<file path="config.mk">
export PLATFORM = sky130hd
export DESIGN_NAME = mmbt_queue
export DESIGN_NICKNAME = d
export VERILOG_FILES = /design/src/mmbt_pkg.sv /design/src/mmbt_queue.sv
export SDC_FILE = /design/constraint.sdc
export NUM_CORES = 1
export LEC_CHECK = 0
export ABC_AREA = 1
export BUFFER_PORTS_ARGS = -buffer_cell sky130_fd_sc_hd__buf_2
export CAP_MARGIN = 20
export CORE_MARGIN = 2
export CORE_UTILIZATION = 61
export DETAILED_ROUTE_END_ITERATION = 7
export PLACE_DENSITY = 0.84
export SLEW_MARGIN = 20
export SYNTH_ARGS = -nofsm -noshare
export SYNTH_HDL_FRONTEND = slang
export SYNTH_SLANG_ARGS = --single-unit
</file>
<file path="constraint.sdc">
create_clock -name clk -period 7.2 [get_ports clk]
set_clock_uncertainty 0.2 [all_clocks]
set_input_delay 0.72 -clock clk [delete_from_list [all_inputs] [get_ports clk]]
set_output_delay 0.72 -clock clk [all_outputs]
set_load 0.005 [all_outputs]
</file>
<file path="src/mmbt_pkg.sv">
// Shared types and constants for the int32 matrix multiply (transposed B) unit.
`timescale 1ns / 1ps
`default_nettype none

package mmbt_pkg;

  // Field widths fixed by the word formats.
  localparam int IdxW  = 4;
  localparam int DataW = 32;

  // Default matrix dimensions.
  localparam int InnerLenDef = 16;
  localparam int OutColsDef  = 16;
  localparam int ARowsDef    = 16;

  // Storage sizes; the B store is addressed by {row, col}.
  localparam int BtDepth    = 256;
  localparam int RowDepth   = 16;
  localparam int QueueDepth = 4;

  // Action codes.
  localparam logic ACT_STORE_B = 1'b0;
  localparam logic ACT_STORE_A = 1'b1;

  typedef struct packed {
    logic                    action;
    logic [IdxW-1:0]         row_index;
    logic [IdxW-1:0]         col_index;
    logic signed [DataW-1:0] elem_value;
  } in_word_t;

  typedef struct packed {
    logic [IdxW-1:0]         out_row;
    logic [IdxW-1:0]         out_col;
    logic signed [DataW-1:0] dot_sum;
    logic                    last_of_row;
  } out_word_t;

  // Command handed from the front end to the back end.
  typedef struct packed {
    logic             is_a;
    logic             row_end;
    logic [IdxW-1:0]  row;
    logic [IdxW-1:0]  col;
    logic [DataW-1:0] value;
  } cmd_t;

endpackage

`default_nettype wire

</file>
<file path="src/mmbt_queue.sv">
// Small command queue between the front end and the back end.
`timescale 1ns / 1ps
`default_nettype none

module mmbt_queue (
  input  logic           clk,
  input  logic           rst,
  input  logic           push_valid,
  output logic           push_ready,
  input  mmbt_pkg::cmd_t push_cmd,
  output logic           pop_valid,
  input  logic           pop_ready,
  output mmbt_pkg::cmd_t pop_cmd
);
  import mmbt_pkg::*;

  localparam int PtrW = $clog2(QueueDepth);

  cmd_t            slots [QueueDepth];
  logic [PtrW-1:0] wr_ptr;
  logic [PtrW-1:0] rd_ptr;
  logic [PtrW:0]   count;
  logic            push;
  logic            pop;

  assign push_ready = (count != (PtrW + 1)'(QueueDepth));
  assign pop_valid  = (count != '0);
  assign pop_cmd    = slots[rd_ptr];
  assign push       = push_valid && push_ready;
  assign pop        = pop_valid && pop_ready;

  always_ff @(posedge clk) begin
    if (rst) begin
      wr_ptr <= '0;
      rd_ptr <= '0;
      count  <= '0;
    end else begin
      if (push) wr_ptr <= wr_ptr + 1'b1;
      if (pop) rd_ptr <= rd_ptr + 1'b1;
      if (push && !pop) begin
        count <= count + 1'b1;
      end else if (pop && !push) begin
        count <= count - 1'b1;
      end
    end
  end

  always_ff @(posedge clk) begin
    if (push) slots[wr_ptr] <= push_cmd;
  end

endmodule

`default_nettype wire

</file>
==> reports/metrics.cfg <==
[global_route]
overflow = 0
grt_pass1_wl_microns = 20500
grt_pass1_vias = 4230
grt_max_degree = 86
track_usage_pct = 23.8
antenna_found_initial = 2

[pwr]
fin_total_pwr_w = 0.00276
p_leak_nw = 2.78
pwr-share-comb_pct = 22.4
powerDensity_mw_per_mm2 = 354
power.switching_w = 0.000804
peakVddDrop_v = 0.000189
pwr-share-seq_pct = 46.5
clockPowerShare_pct = 31.0
sw_frac_of_total_pct = 29.1
p_int_w = 0.00196

[clock_network]
cts_made_buffers = 17
hold_buffers = 0
cts_tree = built
root_buffer = clkbuf_8
cts.clk_slew.worst_paths_ps = 70
post_cts_resized = 0
post_cts_buffers = 0
clk_latency_ps = 520
clock-sinks = 177
htreeDepth = 4
clk_path_buf_depth = 2

[routing]
wl_microns = 13500
wire_per_inst_microns = 18.8
antenna_left = 0
via_count = 4170
via_per_inst = 5.81
drt-pass1-iter-count = 5
drc = 0
drt_first_iter_violations = 354

[sta]
setup_total_negative_slack_ps = 0
max_freq_mhz = 255
maxSlewViolCount = 0
fin_hold_ws_ps = 204
finalSetupViolCount = 0
min_period_over_period_pct = 54.4
slew_headroom_pct = 45.7
worstMarginPinSlew_ps = 815
timing.final.hold_violations = 0
rsz0062_at_grt = no
fin_crit_ps = 3910

[worst_setup_path]
criticalPathCategory = reg -> out
worstSetupStartpointType = flop
critPathRequiredTime_ps = 6280
end_kind = output port
r2r.worst_path.cells = 5
ff2ff_setup_slack_ps = 4700
critPathArrivalTime_ps = 2990
regToRegStartpoint = count[0]
reg2reg_to = slots[2][39]
crit_path_max_fanout = 85

[layout]
final_nets = 616
syn2layout_area_growth_pct = 16.6
drive_above_1_share_pct = 22.9

[placed_design]
place.gp.congestion = 0.746
dp_hpwl_microns = 7780
portBuffers = 89

[die]
die_x_microns = 109
start_util_pct = 62.0
coreArea_sq_mm = 0.0108
io_pins = 90
die_h_microns = 109
fp-row-count = 38
die_area_sq_mm = 0.0118

[min_path]
min_from = push_cmd[30]
hold_depth = 1
hold_end = slots[0][30]
min_path_type = in -> reg

[synthesis]
ys_top_cells_by_area = edfxtp_1 (75%), nor2_1 (5.5%), o21ai_0 (4.6%), o22ai_1 (3.9%), dfxtp_1 (2.7%)
synth_cell_types = 18
ys_seq_area_share_pct = 78.0
synth.top_cell.area_share_pct = 75.3
yosysWarnings = 0
netlist_area_sq_mm = 0.00670
syn_avg_cell_area_sq_um = 14.1
synth.largest_area_cell = edfxtp_1
ys_ff_latch = 177
synth_nets = 526
syn_inst = 474

[status]
status = finished clean

[run]
drv_cap = 0

area by class of cell:
class                   count  area (sq um)
diodes                      1          2.50
clock inverters            14           141
flip-flops and latches    177          5230
repair buffers             97           505
clock buffers              18           418
inverters                  16          60.1
multi-input cells         255          1280
well taps                 140           175
fillers                   681          2990
cells in the mapped netlist, drive strengths merged:
master	number
buf	14
inv	16
nand3	4
o22ai	42
edfxtp	168
nand3b	1
nand2	15
ha	5
o21ai	85
nor2	98
clkbuf	12
xor2	1
fa	1
dfxtp	9
a21oi	3
logic make-up (layout without fill, tap and decap cells):
group / after synthesis / count (layout) / synth area share, %
buffers and inverters: 42 / 145 / 3.36
xor gates and xnor gates: 1 / 1 / 0.131
other: 0 / 1 / 0
DFF: 177 / 177 / 78.0
adders and majority gates: 6 / 6 / 1.23
AOI/OAI and AO/OA: 130 / 130 / 10.5
and+or+nand+nor: 118 / 118 / 6.75
registers in the layout, summed over array words and instances, names as in the netlist, named ones only:
register,flops
rd_ptr,2
slots,168
count,3
wr_ptr,2
worst max path at each step:
| stage | slack (ps) | depth (start not counted) | from | to |
|---|---|---|---|---|
| 2_1_floorplan | 3940 | 2 | push_valid | slots[0][0] |
| 3_3_place_gp | 4070 | 6 | flop | pop_cmd[35] |
| 3_5_place_dp | 3880 | 6 | flop | pop_cmd[41] |
| 4_1_cts | 3320 | 6 | flop | pop_cmd[41] |
| 5_1_grt | 3060 | 6 | flop | pop_cmd[41] |
| 6_report | 3290 | 6 | flop | pop_cmd[41] |
worst max-delay path, cell delays in order (launching register included):
cell and delay [ps]:
dfxtp_2 310, buf_4 620, inv_2 500, buf_4 420, o21ai_0 280, o22ai_1 140, buf_2 150
layout by cell type (no fill, tap or decap), types with 2 or more instances in the layout:
| cell type | synthesis | final |
|---|---|---|
| clkinv_1 | 0 | 3 |
| o21ai_0 | 62 | 62 |
| bufinv_16 | 0 | 2 |
| nand3_1 | 4 | 4 |
| clkinvlp_4 | 0 | 4 |
| clkbuf_16 | 0 | 16 |
| a21oi_1 | 3 | 3 |
| inv_2 | 2 | 2 |
| inv_1 | 14 | 14 |
| nor2_1 | 98 | 94 |
| buf_4 | 0 | 8 |
| dfxtp_1 | 9 | 8 |
| o22ai_1 | 42 | 42 |
| o21ai_1 | 23 | 23 |
| buf_2 | 6 | 89 |
| nand2_1 | 15 | 15 |
| edfxtp_1 | 168 | 168 |
| clkinv_4 | 0 | 3 |
| nor2_4 | 0 | 4 |
| ha_1 | 5 | 5 |
layer usage:
metal  part of all wire (%)  vias to the layer above  wire length, microns  global-route usage, %
met4                    1.4                        2                   187                   9.25
li1                       -                     1938                     -                      -
met1                     40                     2051                  5380                   28.3
met2                     52                      159                  7050                   41.6
met5                  0.096                        -                    13                      0
met3                    6.7                       20                   901                   6.52
power by group through the flow:
stage	registers, W	logic (W)	clock network [W]
final	0.00128	0.000619	0.000857
after global routing	0.00129	0.000685	0.000910
after CTS	0.00128	0.000623	0.000865
after detailed placement	0.00131	0.000613	0
after global placement	0.00130	0.000587	0
after floorplan	0.00130	0.000384	0
per-stage QoR:
step           setup slack [ps]  instances  utilization (%)  instance area, sq um
2_1_floorplan              3940        474                -                  6700
3_3_place_gp               4070        685             67.1                  7240
3_5_place_dp               3880        685             67.1                  7240
4_1_cts                    3320        717             72.3                  7800
5_1_grt                    3060        718             72.3                  7800
6_report                   3290        718             72.3                  7800
Power figures use the tool's default switching activity.
